$ cat src/hw/rtl/kcl_pkg.sv
// Shared types and constants of the keypad code lock.
package kcl_pkg;

  localparam int MAX_LEN_DEF = 16;
  localparam int KEY_W       = 4;
  localparam int STATUS_W    = 4;
  localparam int COUNT_W     = 5;

  localparam logic [KEY_W-1:0] KEY_HASH = 4'd11;

  localparam logic [STATUS_W-1:0] ST_KEY_STORED  = 4'd0;
  localparam logic [STATUS_W-1:0] ST_GRANTED     = 4'd1;
  localparam logic [STATUS_W-1:0] ST_DENIED      = 4'd2;
  localparam logic [STATUS_W-1:0] ST_OLD_OK      = 4'd3;
  localparam logic [STATUS_W-1:0] ST_OLD_WRONG   = 4'd4;
  localparam logic [STATUS_W-1:0] ST_NEW_STORED  = 4'd5;
  localparam logic [STATUS_W-1:0] ST_UNLOCK_MODE = 4'd6;
  localparam logic [STATUS_W-1:0] ST_SET_MODE    = 4'd7;
  localparam logic [STATUS_W-1:0] ST_FULL        = 4'd8;

  typedef enum logic [2:0] {
    OP_NONE,
    OP_BUTTON,
    OP_APPEND,
    OP_FULL,
    OP_SUBMIT
  } op_t;

  typedef struct packed {
    logic latch;
    op_t  op;
    logic scan_start;
    logic scan;
    logic emit;
  } cmd_t;

  typedef struct packed {
    logic is_button;
    logic is_hash;
    logic full;
    logic scan_done;
  } stat_t;

endpackage

$ cat src/hw/rtl/kcl_ram.sv
// Generic single-write, single-read RAM with registered read data.
module kcl_ram #(
  parameter int WIDTH = 4,
  parameter int DEPTH = 16,
  parameter int ADDR_W = (DEPTH > 1) ? $clog2(DEPTH) : 1
) (
  input  logic              clk,
  input  logic              wr_en,
  input  logic [ADDR_W-1:0] wr_addr,
  input  logic [WIDTH-1:0]  wr_data,
  input  logic [ADDR_W-1:0] rd_addr,
  output logic [WIDTH-1:0]  rd_data
);

  logic [WIDTH-1:0] mem [DEPTH];

  always_ff @(posedge clk) begin
    if (wr_en) begin
      mem[wr_addr] <= wr_data;
    end
    rd_data <= mem[rd_addr];
  end

endmodule

$ cat src/hw/rtl/kcl_ctrl.sv
// Controller state machine: sequences accept, decode, symbol scan and result hand-off.
module kcl_ctrl (
  input  logic          clk,
  input  logic          rst,
  input  logic          in_valid,
  output logic          in_stall,
  output logic          out_valid,
  input  logic          out_stall,
  input  kcl_pkg::stat_t stat,
  output kcl_pkg::cmd_t  cmd
);

  typedef enum logic [1:0] {
    S_IDLE,
    S_DISPATCH,
    S_SCAN,
    S_DONE
  } state_t;

  state_t state;
  state_t state_next;

  assign in_stall = (state != S_IDLE);

  always_comb begin
    cmd        = '0;
    cmd.op     = kcl_pkg::OP_NONE;
    state_next = state;
    unique case (state)
      S_IDLE: begin
        if (in_valid) begin
          cmd.latch  = 1'b1;
          state_next = S_DISPATCH;
        end
      end
      S_DISPATCH: begin
        priority if (stat.is_button) begin
          cmd.op     = kcl_pkg::OP_BUTTON;
          state_next = S_DONE;
        end else if (!stat.is_hash) begin
          cmd.op     = stat.full ? kcl_pkg::OP_FULL : kcl_pkg::OP_APPEND;
          state_next = S_DONE;
        end else begin
          cmd.scan_start = 1'b1;
          state_next     = S_SCAN;
        end
      end
      S_SCAN: begin
        if (stat.scan_done) begin
          cmd.op     = kcl_pkg::OP_SUBMIT;
          state_next = S_DONE;
        end else begin
          cmd.scan = 1'b1;
        end
      end
      S_DONE: begin
        // hold the result until the output register frees up
        if (!out_valid || !out_stall) begin
          cmd.emit   = 1'b1;
          state_next = S_IDLE;
        end
      end
      default: state_next = S_IDLE;
    endcase
  end

  always_ff @(posedge clk) begin
    if (rst) begin
      state     <= S_IDLE;
      out_valid <= 1'b0;
    end else begin
      state <= state_next;
      if (cmd.emit) begin
        out_valid <= 1'b1;
      end else if (!out_stall) begin
        out_valid <= 1'b0;
      end
    end
  end

endmodule

$ cat src/hw/rtl/kcl_dp.sv
// Datapath: entry and code stores, lengths, mode flags, symbol scan and result registers.
module kcl_dp #(
  parameter int MAX_LEN = kcl_pkg::MAX_LEN_DEF
) (
  input  logic                           clk,
  input  logic                           rst,
  input  logic                           mode,
  input  logic [kcl_pkg::KEY_W-1:0]      key_code,
  input  kcl_pkg::cmd_t                  cmd,
  output kcl_pkg::stat_t                 stat,
  output logic [kcl_pkg::STATUS_W-1:0]   status,
  output logic [kcl_pkg::COUNT_W-1:0]    entry_count,
  output logic                           unlock_led
);

  localparam int LEN_W  = $clog2(MAX_LEN + 1);
  localparam int ADDR_W = (MAX_LEN > 1) ? $clog2(MAX_LEN) : 1;

  logic                          item_mode;
  logic [kcl_pkg::KEY_W-1:0]     item_key;
  logic [LEN_W-1:0]              entry_length;
  logic [LEN_W-1:0]              stored_length;
  logic                          set_mode;
  logic                          awaiting_old;
  logic                          led;
  logic [kcl_pkg::STATUS_W-1:0]  res_status;
  logic [LEN_W-1:0]              idx;
  logic [ADDR_W-1:0]             idx_d;
  logic                          rd_valid;
  logic                          mismatch;
  logic                          copy_run;
  logic [kcl_pkg::KEY_W-1:0]     entry_rd;
  logic [kcl_pkg::KEY_W-1:0]     stored_rd;
  logic [LEN_W+kcl_pkg::COUNT_W-1:0] count_ext;

  assign count_ext = {{kcl_pkg::COUNT_W{1'b0}}, entry_length};

  assign stat.is_button = item_mode;
  assign stat.is_hash   = (item_key == kcl_pkg::KEY_HASH);
  assign stat.full      = (entry_length == LEN_W'(MAX_LEN));
  assign stat.scan_done = (idx == entry_length) && !rd_valid;

  kcl_ram #(
    .WIDTH (kcl_pkg::KEY_W),
    .DEPTH (MAX_LEN),
    .ADDR_W(ADDR_W)
  ) u_entry_ram (
    .clk    (clk),
    .wr_en  (cmd.op == kcl_pkg::OP_APPEND),
    .wr_addr(entry_length[ADDR_W-1:0]),
    .wr_data(item_key),
    .rd_addr(idx[ADDR_W-1:0]),
    .rd_data(entry_rd)
  );

  kcl_ram #(
    .WIDTH (kcl_pkg::KEY_W),
    .DEPTH (MAX_LEN),
    .ADDR_W(ADDR_W)
  ) u_code_ram (
    .clk    (clk),
    .wr_en  (copy_run && rd_valid),
    .wr_addr(idx_d),
    .wr_data(entry_rd),
    .rd_addr(idx[ADDR_W-1:0]),
    .rd_data(stored_rd)
  );

  // control state
  always_ff @(posedge clk) begin
    if (rst) begin
      entry_length  <= '0;
      stored_length <= '0;
      set_mode      <= 1'b0;
      awaiting_old  <= 1'b0;
      led           <= 1'b0;
      rd_valid      <= 1'b0;
    end else begin
      if (cmd.scan_start) begin
        rd_valid <= 1'b0;
      end
      if (cmd.scan) begin
        rd_valid <= (idx != entry_length);
      end
      unique case (cmd.op)
        kcl_pkg::OP_BUTTON: begin
          set_mode     <= !set_mode;
          awaiting_old <= !set_mode;
          entry_length <= '0;
        end
        kcl_pkg::OP_APPEND: begin
          led          <= 1'b0;
          entry_length <= entry_length + LEN_W'(1);
        end
        kcl_pkg::OP_FULL: begin
          led <= 1'b0;
        end
        kcl_pkg::OP_SUBMIT: begin
          led <= !set_mode && !mismatch;
          if (set_mode && awaiting_old && !mismatch) begin
            awaiting_old <= 1'b0;
          end
          if (set_mode && !awaiting_old) begin
            stored_length <= entry_length;
          end
          entry_length <= '0;
        end
        default: ;
      endcase
    end
  end

  // item, scan and result registers
  always_ff @(posedge clk) begin
    if (cmd.latch) begin
      item_mode <= mode;
      item_key  <= key_code;
    end
    if (cmd.scan_start) begin
      idx      <= '0;
      mismatch <= (entry_length != stored_length);
      copy_run <= set_mode && !awaiting_old;
    end
    if (cmd.scan) begin
      // advance the read pointer; compare the symbol read last cycle
      if (idx != entry_length) begin
        idx_d <= idx[ADDR_W-1:0];
        idx   <= idx + LEN_W'(1);
      end
      if (rd_valid && !copy_run && (entry_rd != stored_rd)) begin
        mismatch <= 1'b1;
      end
    end
    unique case (cmd.op)
      kcl_pkg::OP_BUTTON: res_status <= set_mode ? kcl_pkg::ST_UNLOCK_MODE
                                                 : kcl_pkg::ST_SET_MODE;
      kcl_pkg::OP_APPEND: res_status <= kcl_pkg::ST_KEY_STORED;
      kcl_pkg::OP_FULL:   res_status <= kcl_pkg::ST_FULL;
      kcl_pkg::OP_SUBMIT: begin
        priority if (!set_mode) begin
          res_status <= mismatch ? kcl_pkg::ST_DENIED : kcl_pkg::ST_GRANTED;
        end else if (awaiting_old) begin
          res_status <= mismatch ? kcl_pkg::ST_OLD_WRONG : kcl_pkg::ST_OLD_OK;
        end else begin
          res_status <= kcl_pkg::ST_NEW_STORED;
        end
      end
      default: ;
    endcase
    if (cmd.emit) begin
      status      <= res_status;
      entry_count <= count_ext[kcl_pkg::COUNT_W-1:0];
      unlock_led  <= led;
    end
  end

endmodule

$ cat src/hw/rtl/keypad_code_lock.sv
// Keypad code lock with code change: controller and datapath.
//
// Input channel (in_valid/in_stall, mode, key_code): one item per key or
// mode-button press. Output channel (out_valid/out_stall, status,
// entry_count, unlock_led): exactly one result item per input item, in order.
// The lock works on one item at a time; in_stall is high from the cycle
// after acceptance until the result has moved into the output register.
// A button press or non-hash key passes from acceptance through the dispatch
// and done states into the output register, and the next item is accepted
// once the controller is back in idle. A hash key scans the entry one symbol
// per cycle through the entry and code RAMs (registered reads) in the scan
// state, up to MAX_LEN symbols, before its result moves to the done state.
// The next item may be accepted while a result waits in the output register;
// if the receiver keeps stalling, the following result is held inside and
// the input channel stalls until the output register is taken.
// Reset clears the mode to unlock, the stored code to empty, the entry and
// the LED; code and entry RAM contents are not cleared, and contents beyond
// the written length never affect a result.
module keypad_code_lock #(
  parameter int MAX_LEN = kcl_pkg::MAX_LEN_DEF
) (
  input  logic                         clk,
  input  logic                         rst,
  input  logic                         in_valid,
  output logic                         in_stall,
  input  logic                         mode,
  input  logic [kcl_pkg::KEY_W-1:0]    key_code,
  output logic                         out_valid,
  input  logic                         out_stall,
  output logic [kcl_pkg::STATUS_W-1:0] status,
  output logic [kcl_pkg::COUNT_W-1:0]  entry_count,
  output logic                         unlock_led
);

  kcl_pkg::cmd_t  cmd;
  kcl_pkg::stat_t stat;

  kcl_ctrl u_ctrl (
    .clk      (clk),
    .rst      (rst),
    .in_valid (in_valid),
    .in_stall (in_stall),
    .out_valid(out_valid),
    .out_stall(out_stall),
    .stat     (stat),
    .cmd      (cmd)
  );

  kcl_dp #(
    .MAX_LEN(MAX_LEN)
  ) u_dp (
    .clk        (clk),
    .rst        (rst),
    .mode       (mode),
    .key_code   (key_code),
    .cmd        (cmd),
    .stat       (stat),
    .status     (status),
    .entry_count(entry_count),
    .unlock_led (unlock_led)
  );

endmodule

$ cat config.mk
export PLATFORM = sky130hd
export DESIGN_NAME = keypad_code_lock
export DESIGN_NICKNAME = d
export VERILOG_FILES = /design/src/hw/rtl/kcl_pkg.sv /design/src/hw/rtl/kcl_ram.sv /design/src/hw/rtl/kcl_ctrl.sv /design/src/hw/rtl/kcl_dp.sv /design/src/hw/rtl/keypad_code_lock.sv
export SDC_FILE = /design/constraint.sdc
export NUM_CORES = 1
export LEC_CHECK = 0
export ABC_AREA = 1
export BUFFER_PORTS_ARGS = -buffer_cell sky130_fd_sc_hd__buf_2
export CAP_MARGIN = 20
export CORE_MARGIN = 8
export CORE_UTILIZATION = 40
export CTS_BUF_LIST = sky130_fd_sc_hd__clkbuf_8
export CTS_CLUSTER_SIZE = 8
export DETAILED_ROUTE_END_ITERATION = 16
export PLACE_DENSITY = 0.66
export SYNTH_ARGS = -nofsm -noshare
export SYNTH_HDL_FRONTEND = slang
export SYNTH_HIERARCHICAL = 1
export SYNTH_SLANG_ARGS = --single-unit
$ cat constraint.sdc
create_clock -name clk -period 2.25 [get_ports clk]
set_input_delay 0.225 -clock clk [delete_from_list [all_inputs] [get_ports clk]]
set_output_delay 0.225 -clock clk [all_outputs]
set_load 0.05 [all_outputs]
After elaboration in Yosys (flattened, before gate mapping)
Memory sizes are Yosys's and may differ from the RTL's. A register that Yosys moved wholly into a read port is not among the register bits.
Cells that the tools add are included.
{"block": "word_totals", "mem_count": 2, "ram_bits": 128, "regBits": 47, "wordCells": 113}
{"memory": "u_dp.u_code_ram.mem", "words": 16, "word_bits": 4, "rd": 1, "rd_clocked_by_memory_dff": 1, "wr": 1, "line": "kcl_ram.sv:15", "rtl": "logic [WIDTH-1:0] mem [DEPTH];"}
{"memory": "u_dp.u_entry_ram.mem", "words": 16, "word_bits": 4, "rd": 1, "rd_clocked_by_memory_dff": 1, "wr": 1, "line": "kcl_ram.sv:15"}
{"block": "op_classes", "addsub": 2, "n_reduce_logical": 29, "n_eq_ne": 18, "muxes": 44}
{"cell": "$mux 1", "n": 25}
{"cell": "$pmux 4 s4", "n": 1}
{"cell": "$mux 5", "n": 3}
{"cell": "$mux 3", "n": 4}
{"cell": "$add 5x1->5 const B", "n": 2}
{"cell": "$ne 5x5->1", "n": 2}
{"cell": "$pmux 5 s2", "n": 1}
{"cell": "$reduce_bool 2->1", "n": 5}
{"cell": "$logic_and 1x1->1", "n": 8}
{"cell": "$mux 2", "n": 4}
{"cell": "$mux 4", "n": 2}
{"cell": "$pmux 2 s4", "n": 1}
{"cell": "$logic_not 1->1", "n": 7}
{"cell": "$eq 3x2->1 const B", "n": 2}
{"cell": "$ne 2x1->1 const B", "n": 3}
{"cell": "$pmux 3 s2", "n": 1}
{"cell": "$reduce_and 2->1", "n": 3}
{"cell": "$eq 5x5->1", "n": 1}
{"cell": "$eq 5x5->1 const B", "n": 1}
{"cell": "$eq 2x2->1 const B", "n": 2}
{"cell": "$eq 4x4->1 const B", "n": 1}
{"cell": "$ne 2x2->1 const B", "n": 2}
{"cell": "$ne 4x4->1", "n": 1}
{"cell": "$pmux 1 s2", "n": 2}
{"cell": "other kinds (8)", "n": 9}

Longest topological paths before layout
{"block": "logic_depth", "ltp_word": 8, "ltp_mapped": 15, "depth_no_buf": 14}

Cells and area by module
Netlist, hierarchy kept.
{"module": "kcl_ram", "instances": 2, "seq_area_each_um2": 2001.9, "cells_each": 290, "area_each_um2": 2966.6}
{"module": "kcl_dp", "instances": 1, "seq_area_each_um2": 1121.1, "cells_each": 204, "area_each_um2": 1948.1}
{"module": "kcl_ctrl", "instances": 1, "seq_area_each_um2": 60.1, "cells_each": 47, "area_each_um2": 291.5}

Least setup slack after synthesis
No wires, ideal clock.
{"block": "synth_timing", "path_type": "flip-flop to flip-flop", "startpoint": "register u_ctrl.state[0]", "endpoint": "memory u_dp.u_entry_ram.mem[8][0] (enable)", "path_buffers": 0, "stages_incl_launch_ff": 11, "setup_time_ps": 329, "period_less_slack_ps": 2099, "arrival_time_ps": 1770, "setup_slack_ps": 151, "path_cell_list": "dfxtp_1 -> inv_1 -> ha_1 -> nand2_1 -> nor3_1 -> inv_2 -> nor2_2 -> nand2_2 -> inv_2 -> nand3b_1 -> nor2_1"}
{"element": "from (decl)", "line": "kcl_ctrl.sv:20", "rtl": "state_t state;"}
{"element": "from (signal assigned)", "line": "kcl_ctrl.sv:72", "rtl": "state <= state_next;"}
{"element": "to (decl)", "line": "kcl_ram.sv:15"}

==> impl.org <==
** Status
- Outcome :: finished, final reports clean

** Synth
- Counting every net in the synthesized netlist gives around 850.
- Post-Syn Area per Cell :: 9.83 um^2
- Post-Syn Area :: 0.00817 mm^2
- During synthesis, Yosys emitted a total of 6 warnings.
- For this run, the register share of the synthesized area comes to 0.634.
- Top flip-flop cell by instance count after synthesis :: sky130_fd_sc_hd__edfxtp_1
- Gate count after technology mapping :: ~830
- Synthesis inferred 183 register bits.
- For this run, asynchronously set or reset flops after synthesis account for 0.
- Number of distinct library cells after synthesis :: 32
- Yosys mapped a number of flops with a built-in enable equal to 152.

** Floorplan
- Number of placement rows :: 52
- The floorplan step defined a core boundary enclosing 0.0202 mm^2.
- Top Ports :: 21
- The die covers 0.0253 mm^2.
- For this configuration, the core starts out at a cell density of 0.405.
- The floorplan step set the die height to approximately 160 um.
- Die X :: 159 um

** Timing
- Based on the critical path, the design can be clocked at up to between 400 and 500 MHz.
- For the finished layout, the period the worst path requires is 2.20 ns.
- Setup violations remaining at the end of the flow were counted as 0.
- Final Hold Violating Endpoints :: 0
- Part of the cycle the worst path needs :: 0.980
- For the pin with the worst max-slew slack, the measured transition is 0.765 ns.
- Setup repair after global routing could not meet its margin everywhere.
- Setup slack on the critical path of the routed design comes to 0.0460 ns.
- Clock Skew :: 0.0126 ns
- Max transition margin :: 0.490
- Final-report max-slew violation count :: 0

** Pwr
- Total power for the finished layout comes to 0.0101 W.
- Leakage power summed over all cells :: 3.85 nW
- Of the total power, the share spent switching nets is 0.362.
- The share of total power dissipated in the clock network is 0.240.
- In this run the power spent charging and discharging nets is 0.00367 W.
- Power density of the placed cells :: 1100 mW/mm^2
- The share of total power dissipated in sequential elements is 0.432.
- Across the VDD grid, the largest voltage drop is 0.660 mV.
- The internal power of the cells totals 0.00647 W.
- The share of total power dissipated in combinational logic is 0.328.

** Setup path
- Measured in cells, the most critical reg-to-reg path has a length of 10.
- Required time worst endpoint :: 2.39 ns
- STA classifies the critical path endpoint as a flop.
- Worst-path fanout max :: 7
- Critical path start-end classification :: flop to flop
- Worst setup slack for register-to-register paths :: 0.05 ns
- The startpoint identified for the worst register-to-register timing path is u_ctrl/state[0].
- In this run the critical register-to-register path is captured at u_dp/u_entry_ram/mem[3][1].
- CP startpoint kind :: flop
- Data arrives at the worst endpoint at 2.34 ns.

** Routing
- The first detailed-routing pass took 5 iterations.
- Top sig layer :: met4
- DRT Wirelength :: 16.3 mm
- Across all layers, the routed design uses 5413 vias.
- Routed length per instance :: 14.1 um
- DR WL met2 :: 8.21 mm
- Wl on met1 :: 7.34 mm
- In the routed design, unresolved DRC markers number 0.
- ANT nets after route :: 0
- Met3 wirelength from detailed routing :: 624 um
- After detailed routing, the number of vias per cell comes to 4.67.
- First DRT Iteration DRCs :: approximately 470

** Final layout
- Fraction of layout instances using a drive strength above 1 :: 0.138
- The number of antenna diodes in the final layout is 0.
- Post-synthesis to final-layout area growth :: 12.3%
- In the final design database the tool counted about 900 nets.
- Once layout is complete, the utilization of the core stands at 0.455.
- The filler cells instantiated in the layout total 1893.

** Worst hold path
- Min-Delay Startpoint :: out_stall
- Hold WC Path Type :: primary input to flop
- Along the worst hold path, the cell count comes to 3.
- The path with the worst hold slack has its endpoint at u_ctrl/out_valid.

** CTS
- Cell at the root of the clock tree :: sky130_fd_sc_hd__clkbuf_8
- Clock tree from TritonCTS :: done
- Clock-pin slew on the worst setup and hold paths :: 0.09 ns
- Clock insertion delay at the later pin of the skew report :: 0.46 ns
- Total number of clock tree sinks :: around 180
- H-tree lvl count :: 4
- Number of buffers inserted during clock tree synthesis :: 17
- Longest Clk Path Bufs :: 2

** GRT
- Largest net degree at the start of global routing :: 71
- The via count of the first global-routing pass was 5323.
- Across every metal layer, demand over resource in global routing totals 0.132.
- The total overflow left after global routing is 0.
- The number of antenna violations at the first check in global routing came to 0.
- Global-route wire length before repair :: 26.8 mm

** Run
- Max Cap Violations :: 0

** Placed design
- OpenSTA, run right after detailed placement, puts the worst setup slack at 0.0350 ns.
- Detailed placement ended at an HPWL of 10.6 mm.
- Routability-driven placement finished with a final weighted congestion of about 0.81.
- Buffers placed on the I/O ports in this run total 20.
## worst max-delay path: stages (launching register included)
cell and delay (ns):
sky130_fd_sc_hd__dfxtp_1 0.34, sky130_fd_sc_hd__inv_1 0.08, sky130_fd_sc_hd__ha_1 0.31, sky130_fd_sc_hd__nand2_1 0.08, sky130_fd_sc_hd__nor3_1 0.19, sky130_fd_sc_hd__inv_2 0.09
sky130_fd_sc_hd__nor2_2 0.12, sky130_fd_sc_hd__nand2_2 0.08, sky130_fd_sc_hd__inv_4 0.10, sky130_fd_sc_hd__nand2_1 0.18, sky130_fd_sc_hd__nor2_1 0.30
## sequential cells by signal, indices dropped and copies added (netlist names), 5 cells and up
register              flops
u_dp/entry_count          5
u_dp/stored_length        5
u_dp/u_code_ram/mem      64
u_dp/idx                  5
u_dp/entry_length         5
u_dp/u_entry_ram/mem     64
## power groups by stage
stage | clock network (W) | registers, W | logic, W
after floorplan | 0 | 0.00464 | 0.00236
after global placement | 0 | 0.00446 | 0.00327
after detailed placement | 0 | 0.00446 | 0.00330
after CTS | 0.00249 | 0.00438 | 0.00332
after global routing | 0.00259 | 0.00442 | 0.00376
final | 0.00243 | 0.00439 | 0.00333
## cell usage after synthesis (3+ instances only)
cell type / n / area, um^2
sky130_fd_sc_hd__buf_4: 10 / 75.1
sky130_fd_sc_hd__nor3_1: 6 / 30.0
sky130_fd_sc_hd__buf_2: 4 / 20.0
sky130_fd_sc_hd__nand3b_1: 4 / 30.0
sky130_fd_sc_hd__xnor2_1: 6 / 52.6
sky130_fd_sc_hd__ha_1: 8 / 100
sky130_fd_sc_hd__nand4_1: 3 / 18.8
sky130_fd_sc_hd__edfxtp_1: 152 / 4560
sky130_fd_sc_hd__nor2_1: 51 / 191
sky130_fd_sc_hd__buf_6: 10 / 113
sky130_fd_sc_hd__o21ai_0: 5 / 25.0
sky130_fd_sc_hd__nand2_2: 7 / 43.8
sky130_fd_sc_hd__xor2_1: 4 / 35.0
sky130_fd_sc_hd__dfxtp_1: 31 / 621
sky130_fd_sc_hd__o21ai_1: 7 / 35.0
sky130_fd_sc_hd__inv_1: 131 / 492
sky130_fd_sc_hd__nand3_1: 114 / 571
sky130_fd_sc_hd__nand2_1: 232 / 871
sky130_fd_sc_hd__inv_2: 13 / 48.8
sky130_fd_sc_hd__a21oi_1: 17 / 85.1
## metrics by stage
step / cell area [um^2] / hold WS [ns] / std cells / setup TNS, ns
2_1_floorplan: 8170 / 0.294 / 831 / 0
3_3_place_gp: 8580 / 0.401 / 1120 / 0
3_5_place_dp: 8580 / 0.403 / 1120 / 0
4_1_cts: 9070 / 0.0182 / 1157 / 0
5_1_grt: 9180 / 0.0325 / 1160 / -1.69
6_report: 9180 / 0.0466 / 1160 / 0
## repair_timing
item	in CTS	in global routing
buffers inserted	0	3
setup endpoints to repair	0	67
gates resized for setup	0	21
hold buffers	5	0
endpoints found under the hold margin	5	0
## layout make-up
cell class              instances  area (um^2)  share of cell area
flip-flops and latches        183         5190               0.565
multi-input cells             476         2280               0.249
inverters                     148          573              0.0624
well taps                     270          338              0.0368
repair buffers                 51          358              0.0390
clock inverters                14          196              0.0214
clock buffers                  18          248              0.0270
## cell usage in the layout (no fill, tap or decap), types with 4 or more instances in the layout
master	instances
sky130_fd_sc_hd__inv_6	5
sky130_fd_sc_hd__nand2_1	232
sky130_fd_sc_hd__o21ai_1	7
sky130_fd_sc_hd__inv_2	12
sky130_fd_sc_hd__nor2_4	9
sky130_fd_sc_hd__nand3_1	114
sky130_fd_sc_hd__a21oi_1	17
sky130_fd_sc_hd__nor3_1	6
sky130_fd_sc_hd__dlygate4sd3_1	5
sky130_fd_sc_hd__ha_1	8
sky130_fd_sc_hd__edfxtp_1	152
sky130_fd_sc_hd__dfxtp_1	30
sky130_fd_sc_hd__clkbuf_8	18
sky130_fd_sc_hd__nor2_2	5
sky130_fd_sc_hd__buf_2	20
sky130_fd_sc_hd__o21ai_0	5
sky130_fd_sc_hd__nand2_2	7
sky130_fd_sc_hd__bufinv_16	4
sky130_fd_sc_hd__xor2_1	4
sky130_fd_sc_hd__buf_4	25
sky130_fd_sc_hd__xnor2_1	6
sky130_fd_sc_hd__nand3b_1	4
sky130_fd_sc_hd__nor2_1	40
sky130_fd_sc_hd__inv_1	131
## layer usage
layer,track usage,vias to the layer above
met1,0.162,2546
met4,0.0360,0
met2,0.226,92
met5,0,-
li1,-,2762
met3,0.0323,13
## how the worst max path moves through the flow
stage | from | to | slack [ns]
global route | u_ctrl/state[0] | u_dp/u_entry_ram/mem[15][2] | -0.09
finish | u_ctrl/state[0] | u_dp/u_entry_ram/mem[3][1] | 0.05
floorplan | u_ctrl/state[0] | u_dp/u_entry_ram/mem[8][0] | 0.15
CTS | u_ctrl/state[0] | u_dp/u_entry_ram/mem[5][0] | 0.02
detailed placement | u_ctrl/state[0] | u_dp/u_entry_ram/mem[6][3] | 0.03
global placement | u_ctrl/state[0] | u_dp/u_entry_ram/mem[7][0] | 0.10
## kinds of logic after synthesis
group | count (synthesis) | synth area share
adder cells (fa/ha/maj) | 8 | 0.0122
AO/OA/AOI/OAI | 32 | 0.0205
XOR/XNOR | 10 | 0.0107
buffers and inverters | 172 | 0.0952
flip-flops | 183 | 0.634
AND/OR/NAND/NOR | 426 | 0.227
Note: power is estimated with default switching activity, not from simulation.
